$ cat config.mk
export PLATFORM = sky130hd
export DESIGN_NAME = room_occupancy_tracker
export DESIGN_NICKNAME = d
export VERILOG_FILES = /design/src/design/rot_pkg.sv /design/src/design/rot_front.sv /design/src/design/rot_queue.sv /design/src/design/rot_back.sv /design/src/design/room_occupancy_tracker.sv
export SDC_FILE = /design/constraint.sdc
export NUM_CORES = 1
export LEC_CHECK = 0
export BUFFER_PORTS_ARGS = -buffer_cell sky130_fd_sc_hd__buf_4
export CORE_MARGIN = 3
export CORE_UTILIZATION = 45
export DETAILED_ROUTE_END_ITERATION = 12
export SYNTH_ARGS = -nofsm -noshare
export SYNTH_HDL_FRONTEND = slang
export SYNTH_SLANG_ARGS = --single-unit
$ cat constraint.sdc
create_clock -name clk -period 14.6 [get_ports clk]
set_clock_uncertainty 0.2 [all_clocks]
set_input_delay 0 -clock clk [delete_from_list [all_inputs] [get_ports clk]]
set_output_delay 0 -clock clk [all_outputs]
set_load 0.05 [all_outputs]
$ cat src/design/rot_pkg.sv
`timescale 1ns / 1ps

package rot_pkg;

    // Room states
    localparam logic [2:0] ST_VACANT = 3'd0;
    localparam logic [2:0] ST_DOOR   = 3'd1;
    localparam logic [2:0] ST_GUEST  = 3'd2;
    localparam logic [2:0] ST_HOUSE  = 3'd3;
    localparam logic [2:0] ST_MAINT  = 3'd4;
    localparam logic [2:0] ST_UNEXP  = 3'd5;

    // Profiles
    localparam logic [1:0] PR_UNKNOWN = 2'd0;
    localparam logic [1:0] PR_GUEST   = 2'd1;
    localparam logic [1:0] PR_HOUSE   = 2'd2;
    localparam logic [1:0] PR_MAINT   = 2'd3;

    // Configuration register indexes
    localparam int          CFG_IDX_W        = 3;
    localparam int          CFG_DATA_W       = 27;
    localparam logic [2:0]  REG_DOOR_AJAR    = 3'd0;
    localparam logic [2:0]  REG_ENTRY_TMO    = 3'd1;
    localparam logic [2:0]  REG_GUEST_ABS    = 3'd2;
    localparam logic [2:0]  REG_HOUSE_ABS    = 3'd3;
    localparam logic [2:0]  REG_MAINT_ABS    = 3'd4;
    localparam logic [2:0]  REG_GUEST_ENTRY  = 3'd5;
    localparam logic [2:0]  REG_HOUSE_ENTRY  = 3'd6;

    // Reset values of the configuration registers
    localparam logic [26:0] RST_DOOR_AJAR    = 27'd60000;
    localparam logic [26:0] RST_ENTRY_TMO    = 27'd120000;
    localparam logic [26:0] RST_GUEST_ABS    = 27'd1800000;
    localparam logic [26:0] RST_HOUSE_ABS    = 27'd600000;
    localparam logic [26:0] RST_MAINT_ABS    = 27'd3600000;
    localparam logic [15:0] RST_GUEST_ENTRY  = 16'd3000;
    localparam logic [15:0] RST_HOUSE_ENTRY  = 16'd8000;

    // Debounce history: all ones means door settled open
    localparam logic [2:0]  HIST_MASK        = 3'b111;

    // Default depth of the front-to-back queue (2 or more)
    localparam int          QUEUE_DEPTH_DEF  = 2;

    typedef struct packed {
        logic [26:0] door_ajar_limit_ms;
        logic [26:0] entry_timeout_ms;
        logic [26:0] guest_absence_ms;
        logic [26:0] housekeeping_absence_ms;
        logic [26:0] maintenance_absence_ms;
        logic [15:0] guest_entry_limit_ms;
        logic [15:0] housekeeping_entry_limit_ms;
    } cfg_t;

    // Classified poll passed from front to back
    typedef struct packed {
        logic        door_level;
        logic        mot;
        logic        d_rise;
        logic        d_fall;
        logic        m_rise;
        logic [31:0] now_ms;
    } item_t;

    typedef struct packed {
        logic [2:0]  room_state;
        logic [1:0]  profile;
        logic        alarm;
        logic        room_changed;
        logic        door_settled;
        logic        motion;
        logic [31:0] stay_ms;
        logic [31:0] entry_delay_ms;
        logic [15:0] door_cycle_count;
        logic [15:0] motion_edge_count;
        logic [7:0]  unexpected_count;
    } res_t;

endpackage

$ cat src/design/rot_front.sv
`timescale 1ns / 1ps

module rot_front (
    input  logic          clk,
    input  logic          rst_n,
    input  logic          in_valid,
    output logic          in_ready,
    input  logic          door_raw,
    input  logic          motion_raw,
    input  logic [31:0]   now_ms,
    input  logic          q_full,
    output logic          q_push,
    output rot_pkg::item_t q_item
);
    import rot_pkg::*;

    logic [2:0] door_hist_reg, door_hist_next;
    logic [2:0] mot_hist_reg, mot_hist_next;
    logic       door_level_reg, door_level_next;
    logic       mot_prev_reg;
    logic       mot;
    logic       accept;

    assign in_ready = !q_full;
    assign accept   = in_valid && !q_full;
    assign q_push   = accept;

    // Shift in the new samples
    assign door_hist_next = {door_hist_reg[1:0], door_raw};
    assign mot_hist_next  = {mot_hist_reg[1:0], motion_raw};

    // Door: three agreeing samples; motion: two of three
    always_comb
    begin
        if (door_hist_next == HIST_MASK)
            door_level_next = 1'b1;
        else if (door_hist_next == 3'b000)
            door_level_next = 1'b0;
        else
            door_level_next = door_level_reg;
    end

    assign mot = (mot_hist_next[0] & mot_hist_next[1]) |
                 (mot_hist_next[0] & mot_hist_next[2]) |
                 (mot_hist_next[1] & mot_hist_next[2]);

    // Edge classification
    always_comb
    begin
        q_item.door_level = door_level_next;
        q_item.mot        = mot;
        q_item.d_rise     = !door_level_reg && door_level_next;
        q_item.d_fall     = door_level_reg && !door_level_next;
        q_item.m_rise     = !mot_prev_reg && mot;
        q_item.now_ms     = now_ms;
    end

    always_ff @(posedge clk or negedge rst_n)
    begin
        if (!rst_n)
        begin
            door_hist_reg  <= 3'b000;
            mot_hist_reg   <= 3'b000;
            door_level_reg <= 1'b0;
            mot_prev_reg   <= 1'b0;
        end
        else if (accept)
        begin
            door_hist_reg  <= door_hist_next;
            mot_hist_reg   <= mot_hist_next;
            door_level_reg <= door_level_next;
            mot_prev_reg   <= mot;
        end
    end

endmodule

$ cat src/design/rot_queue.sv
`timescale 1ns / 1ps

module rot_queue #(
    parameter int DEPTH = rot_pkg::QUEUE_DEPTH_DEF
) (
    input  logic           clk,
    input  logic           rst_n,
    input  logic           push,
    input  rot_pkg::item_t push_item,
    output logic           full,
    output logic           not_empty,
    input  logic           pop,
    output rot_pkg::item_t head_item
);
    import rot_pkg::*;

    localparam int PTR_W = $clog2(DEPTH);
    localparam int CNT_W = $clog2(DEPTH + 1);

    item_t             store_reg [DEPTH];
    logic [PTR_W-1:0]  wr_ptr_reg;
    logic [PTR_W-1:0]  rd_ptr_reg;
    logic [CNT_W-1:0]  count_reg;

    assign full      = (count_reg == CNT_W'(DEPTH));
    assign not_empty = (count_reg != '0);
    assign head_item = store_reg[rd_ptr_reg];

    // Entry storage
    always_ff @(posedge clk)
    begin
        if (push)
            store_reg[wr_ptr_reg] <= push_item;
    end

    // Pointers and fill count
    always_ff @(posedge clk or negedge rst_n)
    begin
        if (!rst_n)
        begin
            wr_ptr_reg <= '0;
            rd_ptr_reg <= '0;
            count_reg  <= '0;
        end
        else
        begin
            if (push)
                wr_ptr_reg <= (wr_ptr_reg == PTR_W'(DEPTH - 1)) ? '0 : wr_ptr_reg + 1'b1;
            if (pop)
                rd_ptr_reg <= (rd_ptr_reg == PTR_W'(DEPTH - 1)) ? '0 : rd_ptr_reg + 1'b1;
            if (push && !pop)
                count_reg <= count_reg + 1'b1;
            else if (pop && !push)
                count_reg <= count_reg - 1'b1;
        end
    end

endmodule

$ cat src/design/rot_back.sv
`timescale 1ns / 1ps

module rot_back (
    input  logic           clk,
    input  logic           rst_n,
    input  rot_pkg::cfg_t  cfg,
    input  logic           q_valid,
    input  rot_pkg::item_t q_item,
    output logic           q_pop,
    output logic           out_valid,
    input  logic           out_ready,
    output rot_pkg::res_t  res
);
    import rot_pkg::*;

    logic [2:0]  state_reg, state_next;
    logic [1:0]  profile_reg, profile_next;
    logic        alarm_reg, alarm_next;
    logic [31:0] open_stamp_reg, open_stamp_next;
    logic [31:0] last_motion_reg, last_motion_next;
    logic [31:0] entry_time_reg, entry_time_next;
    logic [31:0] stay_reg, stay_next;
    logic [31:0] entry_delay_reg, entry_delay_next;
    logic [15:0] door_cycles_reg, door_cycles_next;
    logic [15:0] motion_events_reg, motion_events_next;
    logic [7:0]  unexp_events_reg, unexp_events_next;
    logic        changed_reg;
    logic        settled_reg;
    logic        motion_reg;
    logic        out_valid_reg;

    logic [31:0] open_for;
    logic [31:0] quiet_for;
    logic [31:0] stay_now;
    logic [26:0] absence_limit;
    logic        occ_timeout;

    // Take the next poll whenever the output slot is free or being emptied
    assign q_pop     = q_valid && (!out_valid_reg || out_ready);
    assign out_valid = out_valid_reg;

    // Time differences, modulo 2^32
    assign open_for  = q_item.now_ms - open_stamp_reg;
    assign quiet_for = q_item.now_ms - last_motion_reg;
    assign stay_now  = q_item.now_ms - entry_time_reg;

    // Absence limit of the occupied state
    always_comb
    begin
        case (state_reg)
            ST_GUEST: absence_limit = cfg.guest_absence_ms;
            ST_HOUSE: absence_limit = cfg.housekeeping_absence_ms;
            default:  absence_limit = cfg.maintenance_absence_ms;
        endcase
    end

    assign occ_timeout = !q_item.mot && (quiet_for > {5'd0, absence_limit});

    // Room state machine
    always_comb
    begin
        state_next          = state_reg;
        profile_next        = profile_reg;
        alarm_next          = alarm_reg;
        open_stamp_next     = open_stamp_reg;
        last_motion_next    = last_motion_reg;
        entry_time_next     = entry_time_reg;
        stay_next           = stay_reg;
        entry_delay_next    = entry_delay_reg;
        door_cycles_next    = door_cycles_reg;
        motion_events_next  = motion_events_reg;
        unexp_events_next   = unexp_events_reg;

        case (state_reg)
            ST_VACANT:
            begin
                if (q_item.d_rise)
                begin
                    state_next          = ST_DOOR;
                    open_stamp_next     = q_item.now_ms;
                    door_cycles_next    = door_cycles_reg + 16'd1;
                    alarm_next          = 1'b0;
                end
                else if (q_item.m_rise)
                begin
                    state_next        = ST_UNEXP;
                    last_motion_next  = q_item.now_ms;
                    unexp_events_next = unexp_events_reg + 8'd1;
                    alarm_next        = 1'b1;
                end
                else if (q_item.door_level)
                begin
                    // door found open without an edge
                    state_next          = ST_DOOR;
                    open_stamp_next     = q_item.now_ms;
                end
            end
            ST_DOOR:
            begin
                if (q_item.door_level && (open_for > {5'd0, cfg.door_ajar_limit_ms}))
                    alarm_next = 1'b1;
                if (q_item.m_rise)
                begin
                    entry_delay_next = open_for;
                    if (open_for < {16'd0, cfg.guest_entry_limit_ms})
                    begin
                        profile_next = PR_GUEST;
                        state_next   = ST_GUEST;
                    end
                    else if (open_for < {16'd0, cfg.housekeeping_entry_limit_ms})
                    begin
                        profile_next = PR_HOUSE;
                        state_next   = ST_HOUSE;
                    end
                    else
                    begin
                        profile_next = PR_MAINT;
                        state_next   = ST_MAINT;
                    end
                    motion_events_next = 16'd1;
                    entry_time_next    = q_item.now_ms;
                end
                else if (q_item.d_fall)
                begin
                    state_next = ST_VACANT;
                    alarm_next = 1'b0;
                end
                else if (!q_item.door_level)
                    state_next = ST_VACANT;     // alarm kept
                else if (open_for > {5'd0, cfg.entry_timeout_ms})
                    state_next = ST_VACANT;
            end
            ST_GUEST, ST_HOUSE, ST_MAINT:
            begin
                if (q_item.m_rise)
                    motion_events_next = motion_events_reg + 16'd1;
                if (q_item.mot)
                    last_motion_next = q_item.now_ms;
                else if (occ_timeout)
                    state_next = ST_VACANT;
                // maintenance also stamps the door closing
                if (q_item.d_rise || ((state_reg == ST_MAINT) && q_item.d_fall))
                    open_stamp_next = q_item.now_ms;
            end
            ST_UNEXP:
            begin
                alarm_next = 1'b1;
                if (q_item.d_rise)
                begin
                    state_next          = ST_DOOR;
                    open_stamp_next     = q_item.now_ms;
                    alarm_next          = 1'b0;
                end
                else if (!q_item.mot && (quiet_for > {5'd0, cfg.guest_absence_ms}))
                begin
                    state_next = ST_VACANT;
                    alarm_next = 1'b0;
                end
            end
            default:
            begin
                state_next = ST_VACANT;
            end
        endcase

        // Any departure records the stay
        if ((state_next == ST_VACANT) && (state_reg != ST_VACANT))
            stay_next = stay_now;
    end

    // Room state, doubling as the output payload
    always_ff @(posedge clk or negedge rst_n)
    begin
        if (!rst_n)
        begin
            state_reg          <= ST_VACANT;
            profile_reg        <= PR_UNKNOWN;
            alarm_reg          <= 1'b0;
            open_stamp_reg     <= '0;
            last_motion_reg    <= '0;
            entry_time_reg     <= '0;
            stay_reg           <= '0;
            entry_delay_reg    <= '0;
            door_cycles_reg    <= '0;
            motion_events_reg  <= '0;
            unexp_events_reg   <= '0;
        end
        else if (q_pop)
        begin
            state_reg          <= state_next;
            profile_reg        <= profile_next;
            alarm_reg          <= alarm_next;
            open_stamp_reg     <= open_stamp_next;
            last_motion_reg    <= last_motion_next;
            entry_time_reg     <= entry_time_next;
            stay_reg           <= stay_next;
            entry_delay_reg    <= entry_delay_next;
            door_cycles_reg    <= door_cycles_next;
            motion_events_reg  <= motion_events_next;
            unexp_events_reg   <= unexp_events_next;
        end
    end

    // Per-poll flags of the output transaction
    always_ff @(posedge clk)
    begin
        if (q_pop)
        begin
            changed_reg   <= (state_next != state_reg);
            settled_reg   <= q_item.door_level;
            motion_reg    <= q_item.mot;
        end
    end

    // Output valid
    always_ff @(posedge clk or negedge rst_n)
    begin
        if (!rst_n)
            out_valid_reg <= 1'b0;
        else if (q_pop)
            out_valid_reg <= 1'b1;
        else if (out_ready)
            out_valid_reg <= 1'b0;
    end

    always_comb
    begin
        res.room_state         = state_reg;
        res.profile            = profile_reg;
        res.alarm              = alarm_reg;
        res.room_changed       = changed_reg;
        res.door_settled       = settled_reg;
        res.motion             = motion_reg;
        res.stay_ms            = stay_reg;
        res.entry_delay_ms     = entry_delay_reg;
        res.door_cycle_count   = door_cycles_reg;
        res.motion_edge_count  = motion_events_reg;
        res.unexpected_count   = unexp_events_reg;
    end

endmodule

$ cat src/design/room_occupancy_tracker.sv
`timescale 1ns / 1ps

// Channel   Handshake               Payload
// input     in_valid / in_ready     door_raw, motion_raw, now_ms
// output    out_valid / out_ready   room_state ... unexpected_count
// config    cfg_we (no wait)        cfg_index, cfg_data
//
// One poll per cycle sustained while out_ready holds; a poll is written into the
// queue at acceptance and registered by the back end when it is popped.
// Reset gives the documented register defaults and a vacant room.
// The queue holds QUEUE_DEPTH polls; in_ready drops only when it is full,
// which happens only while the output transaction is stalled.

module room_occupancy_tracker #(
    parameter int QUEUE_DEPTH = rot_pkg::QUEUE_DEPTH_DEF
) (
    input  logic                           clk,
    input  logic                           rst_n,
    input  logic                           in_valid,
    output logic                           in_ready,
    input  logic                           door_raw,
    input  logic                           motion_raw,
    input  logic [31:0]                    now_ms,
    output logic                           out_valid,
    input  logic                           out_ready,
    output logic [2:0]                     room_state,
    output logic [1:0]                     profile,
    output logic                           alarm,
    output logic                           room_changed,
    output logic                           door_settled,
    output logic                           motion,
    output logic [31:0]                    stay_ms,
    output logic [31:0]                    entry_delay_ms,
    output logic [15:0]                    door_cycle_count,
    output logic [15:0]                    motion_edge_count,
    output logic [7:0]                     unexpected_count,
    input  logic                           cfg_we,
    input  logic [rot_pkg::CFG_IDX_W-1:0]  cfg_index,
    input  logic [rot_pkg::CFG_DATA_W-1:0] cfg_data
);
    import rot_pkg::*;

    cfg_t  cfg_reg;
    item_t push_item;
    item_t head_item;
    res_t  res;
    logic  push;
    logic  q_full;
    logic  q_not_empty;
    logic  pop;

    // Configuration registers
    always_ff @(posedge clk or negedge rst_n)
    begin
        if (!rst_n)
        begin
            cfg_reg.door_ajar_limit_ms          <= RST_DOOR_AJAR;
            cfg_reg.entry_timeout_ms            <= RST_ENTRY_TMO;
            cfg_reg.guest_absence_ms            <= RST_GUEST_ABS;
            cfg_reg.housekeeping_absence_ms     <= RST_HOUSE_ABS;
            cfg_reg.maintenance_absence_ms      <= RST_MAINT_ABS;
            cfg_reg.guest_entry_limit_ms        <= RST_GUEST_ENTRY;
            cfg_reg.housekeeping_entry_limit_ms <= RST_HOUSE_ENTRY;
        end
        else if (cfg_we)
        begin
            case (cfg_index)
                REG_DOOR_AJAR:   cfg_reg.door_ajar_limit_ms          <= cfg_data;
                REG_ENTRY_TMO:   cfg_reg.entry_timeout_ms            <= cfg_data;
                REG_GUEST_ABS:   cfg_reg.guest_absence_ms            <= cfg_data;
                REG_HOUSE_ABS:   cfg_reg.housekeeping_absence_ms     <= cfg_data;
                REG_MAINT_ABS:   cfg_reg.maintenance_absence_ms      <= cfg_data;
                REG_GUEST_ENTRY: cfg_reg.guest_entry_limit_ms        <= cfg_data[15:0];
                REG_HOUSE_ENTRY: cfg_reg.housekeeping_entry_limit_ms <= cfg_data[15:0];
                default:         ;
            endcase
        end
    end

    // Debounce and edge classification
    rot_front u_front (
        .clk        (clk),
        .rst_n      (rst_n),
        .in_valid   (in_valid),
        .in_ready   (in_ready),
        .door_raw   (door_raw),
        .motion_raw (motion_raw),
        .now_ms     (now_ms),
        .q_full     (q_full),
        .q_push     (push),
        .q_item     (push_item)
    );

    rot_queue #(
        .DEPTH (QUEUE_DEPTH)
    ) u_queue (
        .clk       (clk),
        .rst_n     (rst_n),
        .push      (push),
        .push_item (push_item),
        .full      (q_full),
        .not_empty (q_not_empty),
        .pop       (pop),
        .head_item (head_item)
    );

    // Room machine and output register
    rot_back u_back (
        .clk       (clk),
        .rst_n     (rst_n),
        .cfg       (cfg_reg),
        .q_valid   (q_not_empty),
        .q_item    (head_item),
        .q_pop     (pop),
        .out_valid (out_valid),
        .out_ready (out_ready),
        .res       (res)
    );

    assign room_state         = res.room_state;
    assign profile            = res.profile;
    assign alarm              = res.alarm;
    assign room_changed       = res.room_changed;
    assign door_settled       = res.door_settled;
    assign motion             = res.motion;
    assign stay_ms            = res.stay_ms;
    assign entry_delay_ms     = res.entry_delay_ms;
    assign door_cycle_count   = res.door_cycle_count;
    assign motion_edge_count  = res.motion_edge_count;
    assign unexpected_count   = res.unexpected_count;

    // A full queue can only build up behind a stalled output
    a_full_needs_stall: assert property (@(posedge clk) disable iff (!rst_n)
        !in_ready |-> out_valid)
        else $error("queue full with no pending output");

    // Unexpected presence always carries the alarm
    a_unexp_alarm: assert property (@(posedge clk) disable iff (!rst_n)
        (out_valid && room_state == ST_UNEXP) |-> alarm)
        else $error("unexpected state without alarm");

    // Entering an occupied state restarts the motion count at one
    a_entry_count: assert property (@(posedge clk) disable iff (!rst_n)
        (out_valid && room_changed &&
         (room_state == ST_GUEST || room_state == ST_HOUSE || room_state == ST_MAINT))
        |-> (motion_edge_count == 16'd1))
        else $error("occupied entry with wrong motion count");

    // No classification yet means no entry delay and no motion events
    a_unknown_profile: assert property (@(posedge clk) disable iff (!rst_n)
        (out_valid && profile == PR_UNKNOWN)
        |-> (entry_delay_ms == 32'd0 && motion_edge_count == 16'd0))
        else $error("unknown profile with occupancy data");

endmodule

Yosys cells after proc, flatten, opt, wreduce, memory -nomap -nowiden --
Memories as Yosys holds them, arrays and structs flattened. Index checks and enable logic that the tools add are counted.
Word-level totals: memories kept 1, bits in latches 0, input bits 69, ROM bits 0, bits in writable memories 74, logic and storage cells 174, flip-flop bits (word level) 387
Memory list:
- u_queue.store_reg | depth 2, bits a word 37, rd ports 1, clocked after memory_dff 0, wr ports 1, line rot_queue.sv:20 | item_t store_reg [DEPTH];
Cells by class: multipliers 0, divide/modulo/power cells 0, reduce and logical (&&, ||, !) cells 50, muxes and demuxes 48, shift operators 0, order comparisons 6, add/subtract/negate cells 10, equality and inequality tests 24, bitwise operators 6
Operators with widths (number):
- 32-bit 2-to-1 mux | 8
- 32-bit by 27-bit > comparator with 1-bit output | 4
- 32-bit one-hot mux with 3 select lines | 1
- 32-bit subtractor | 3
- 32-bit by 16-bit less-than comparator with 1-bit output | 2
- 32-bit one-hot mux with 2 select lines | 1
- 27-bit one-hot mux with 2 select lines | 1
- 3-bit 2-to-1 mux | 13
- 16-bit by 1-bit adder with 16-bit output (second input constant) | 2
- 16-bit 2-to-1 mux | 2
- 16-bit one-hot mux with 2 select lines | 1
- 3-bit == test (second input constant) | 6
- 1-bit 2-to-1 mux | 16
- 2-bit AND reduction | 8
- 3-bit by 2-bit == test with 1-bit output (second input constant) | 4
- 1-bit logical AND | 12
- 3-bit zero test | 4
- 3-bit one-hot mux with 4 select lines | 1
- 2-bit nonzero test | 5
- 3-bit AND reduction | 3
- 3-bit nonzero test | 3
- 8-bit by 1-bit adder with 8-bit output (second input constant) | 1
- 1-bit zero test | 8
- 2-bit != test (second input constant) | 4
- 19 further kinds | 31

Logic depth before layout (Yosys ltp) --
An unclocked memory read counts as a cell.
depth in word-level cells 11, mapped depth 30, mapped depth without buffers 25

By module --
A second synthesis with hierarchy kept.
Second synthesis, totals: cell total of the unflattened synthesis 2687, area total of the unflattened synthesis 27490.1 µm²
By module, submodules not included:
- rot_back | instances 1, area an instance 17656.9 µm², cells an instance 2134, sequential area each 5270.1 µm²
- room_occupancy_tracker | instances 1, area an instance 6337.3 µm², cells an instance 360, sequential area each 4250.3 µm²
- rot_queue | instances 1, area an instance 2941.6 µm², cells an instance 131, sequential area each 2322.2 µm²
- rot_front | instances 1, area an instance 554.3 µm², cells an instance 62, sequential area each 150.1 µm²

Least setup slack after synthesis --
OpenSTA, ideal clock, no wires.
kind flip-flop to flip-flop, start reg u_queue.rd_ptr_reg, end reg u_back.stay_reg[23], cell stages (with the launch flop) 28, setup slack 7.458 ns, arrival time 6.814 ns, period minus slack after synthesis 7.142 ns, path through dfrtp_1 clkbuf_1 clkbuf_1 clkbuf_1 mux2i_1 inv_1 ha_1 o211ai_1 a21oi_1 o21ai_0 a2111oi_0 nor2_1 o21ai_0 a21oi_1 o21bai_1 a21oi_1 xnor2_1 ha_1 nand2_1 or3_1 a2111oi_0 a211oi_1 nor4_1 or4_1 nor3b_1 nor4b_4 buf_4 mux2_1
RTL lines:
- start: declaration | line rot_queue.sv:22 | logic [PTR_W-1:0] rd_ptr_reg;
- start signal: assignment | line rot_queue.sv:50 | rd_ptr_reg <= (rd_ptr_reg == PTR_W'(DEPTH - 1)) ? '0 : rd_ptr_reg + 1'b1;
- end signal: assignment | line rot_back.sv:196 | stay_reg <= stay_next;
- end: declaration | line rot_back.sv:22 | logic [31:0] stay_reg, stay_next;

==> flow_summary_export.csv <==
group,metric,value,unit
setup_path,worstPathRequired,14.87,ns
setup_path,rr_worst_depth,24,
detailed_routing,via_per_inst,5.42,
status,outcome,"completed",
global_route,grt_pass1_wl,115,mm
setup_path,cp-startpoint,"u_queue.rd_ptr_reg",
global_route,antenna_found_initial,0,
timing,slew_viol_final,0,
setup_path,r2r_end,"u_back.stay_reg[2]",
floorplan,initial_core_util,0.456,
timing,max_freq,121,MHz
cts,cts_root_buf,"clkbuf_16",
timing,tightest_slew,1.13,ns
detailed_routing,drt_iter0_markers,1367,
place,io_buffers,183,
timing,final.min_clock_period,8.27,ns
cts,numClockSinks,461,
timing,relSlewSlack,0.241,
setup_path,worstSetupPathType,"reg -> reg",
floorplan,die-width,248,um
yosys,synth_area_per_cell,9.74,sq um
detailed_routing,antenna_left,0,
layout,antenna_cells,0,
worst_hold_path,whs_path_depth,4,
yosys,ys_seq_area_frac,0.454,
setup_path,cp-end-kind,"flip-flop",
setup_path,cp.arrival,8.54,ns
floorplan,design.die.area,61700,sq um
detailed_routing,wl_met1,34.4,mm
yosys,syn_inst,2714,
yosys,synth-edff-count,77,
detailed_routing,route.top_layer_used,"met4",
cts,cts_made_buffers,51,
layout,drive_above_1_share,0.156,
yosys,synth_mux_area_frac,0.0827,
global_route,grt.total_usage,0.237,
floorplan,rows,88,
yosys,ys_warn_count,0,
timing,tns,0,ns
floorplan,core,57900,sq um
yosys,ys_types,79,
timing,setup_violations,0,
setup_path,worstReg2RegStart,"u_queue.rd_ptr_reg",
global_route,grt_max_degree,82,
place,place_congestion,0.909,
yosys,ys_ff_latch,461,
cts,clkLatencyLatePin,0.62,ns
worst_hold_path,hold_end,"cfg_reg[142]",
yosys,synth_area_leaders,"dfrtp_1 (31%), ha_1 (11%), edfxtp_1 (8.7%)",
yosys,synthAdderAreaFrac,0.112,
setup_path,cp_max_fo,32,
yosys,syn_nets,3017,
yosys,yosysTopAreaCellShare,0.310,
yosys,synth_top_family_by_area,"compound AO/OA/AOI/OAI gates",
layout,postLayoutCoreUtil,0.551,
layout,nNetsFinal,3341,
layout,area_growth,20.8,%
detailed_routing,wl_per_cell,19.0,um
detailed_routing,wl_met2,32.9,mm
floorplan,die_height,248,um
yosys,synth-xor-area-share,0.0390,
detailed_routing,first_pass_iters,5,
global_route,grt_overflow,0,
worst_hold_path,hp-class,"in -> reg",
timing,period_share,0.566,
yosys,synth_ff_type,"dfrtp_1",
cts,clock_path_buffers,3,
cts,cts_tree,"built",
detailed_routing,drc,0,
yosys,yosys.area.top_type,"dfrtp_1",
global_route,grt_pass1_vias,20993,
cts,htreeDepth,2,
cts,clkTransAtPathRegs,0.06,ns
yosys,synth_compound_area_frac,0.137,
layout,largest_reg_flops,167,
setup_path,start_kind,"flip-flop",
setup_path,r2r_setup_slack,6.33,ns
yosys,netlist_area,26400,sq um
layout,final_common_cell,"dfrtp_1",
yosys,synthSimpleGateAreaFrac,0.127,
detailed_routing,vias,20844,
worst_hold_path,hold_start,"cfg_data[2]",
yosys,async_flop_share,0.833,
timing,finalHoldViolations,0,
detailed_routing,route.met3.wl,3.42,mm
layout,layout_common_cells,"dfrtp_1 (325), a21oi_1 (262), nand2_1 (262)",
flow_run,maxCapViolCount,0,
timing,rsz0062_at_grt,"false",
detailed_routing,wirelength,72.9,mm
place,hpwl,53.4,mm
floorplan,ioPinCount,184,
-- cells by family after synthesis --
group / count (synthesis)
fa+ha+maj: 235
compound gates: 620
simple gates: 741
buf+inv: 339
xor+xnor: 116
flops: 461
mux: 202
-- repair_timing --
item	in CTS	in global routing
gates resized for setup	0	0
hold endpoints to repair	355	0
hold buffers	137	0
buffers inserted	0	0
-- cell usage after synthesis (all sizes together) (14+ instances only) --
cell,number
inv,258
clkbuf,71
nand4,31
mux2i,70
edfxtp,77
nor2,240
nand3,55
dfstp,57
a21o,45
and2,14
ha,231
mux2,132
nor2b,17
nor3,30
o21ai,171
xor2,42
nand2b,24
a21oi,264
dfrtp,327
nand2,262
and3,19
xnor2,73
o21a,24
-- layout make-up --
| cell class | count | area [sq um] |
|---|---|---|
| timing repair buffer | 352 | 3010 |
| inverter | 258 | 968 |
| sequential | 461 | 12000 |
| clock inverter | 21 | 297 |
| clock buffer | 73 | 1480 |
| multi-input combinational | 1914 | 13200 |
| tap | 765 | 957 |
| fill | 5188 | 26000 |
-- critical path, stage by stage (launching register included) --
cell       delay [ns]
dfrtp_2          0.68
mux2i_1          0.49
inv_1            0.27
ha_1             0.34
nand2b_1         0.07
a21oi_1          0.18
o21ai_0          0.34
a2111oi_0        0.82
nor2_1           0.15
o21ai_0          0.45
a21oi_1          0.19
o21bai_1         0.16
a21oi_1          0.09
xnor2_1          0.18
ha_1             0.35
nand2_1          0.11
or3_1            0.40
a2111oi_0        0.45
a211oi_1         0.11
nor4_1           0.39
or4_1            0.20
nor3b_1          0.37
nor4b_4          0.27
buf_4            0.43
mux2_2           0.39
-- metrics by stage --
step                      setup slack, ns  hold WS (ns)  instances  instance area (sq um)
after floorplan                      7.46        -0.496       2714                  26400
after global placement               6.68        -0.112       3613                  28800
after detailed placement             6.33       -0.0904       3613                  28800
after CTS                            6.33       0.00132       3844                  31900
after global routing                 5.72        0.0296       3844                  31900
final                                6.33        0.0255       3844                  31900
-- routing by layer --
| layer | track usage | vias to the layer above |
|---|---|---|
| met5 | 0 | - |
| met4 | 0.0713 | 0 |
| met3 | 0.0375 | 125 |
| met2 | 0.379 | 486 |
| met1 | 0.331 | 10118 |
| li1 | - | 10115 |
-- how the worst max path moves through the flow --
stage,end,depth (start not counted)
finish,u_back.stay_reg[2],24
global route,u_back.stay_reg[2],24
CTS,u_back.stay_reg[2],24
detailed placement,u_back.stay_reg[2],24
global placement,u_back.stay_reg[2],24
floorplan,u_back.stay_reg[23],27
Power is not shown: default switching activity piles up to over one toggle a cycle in this logic, so the estimate is an artifact.
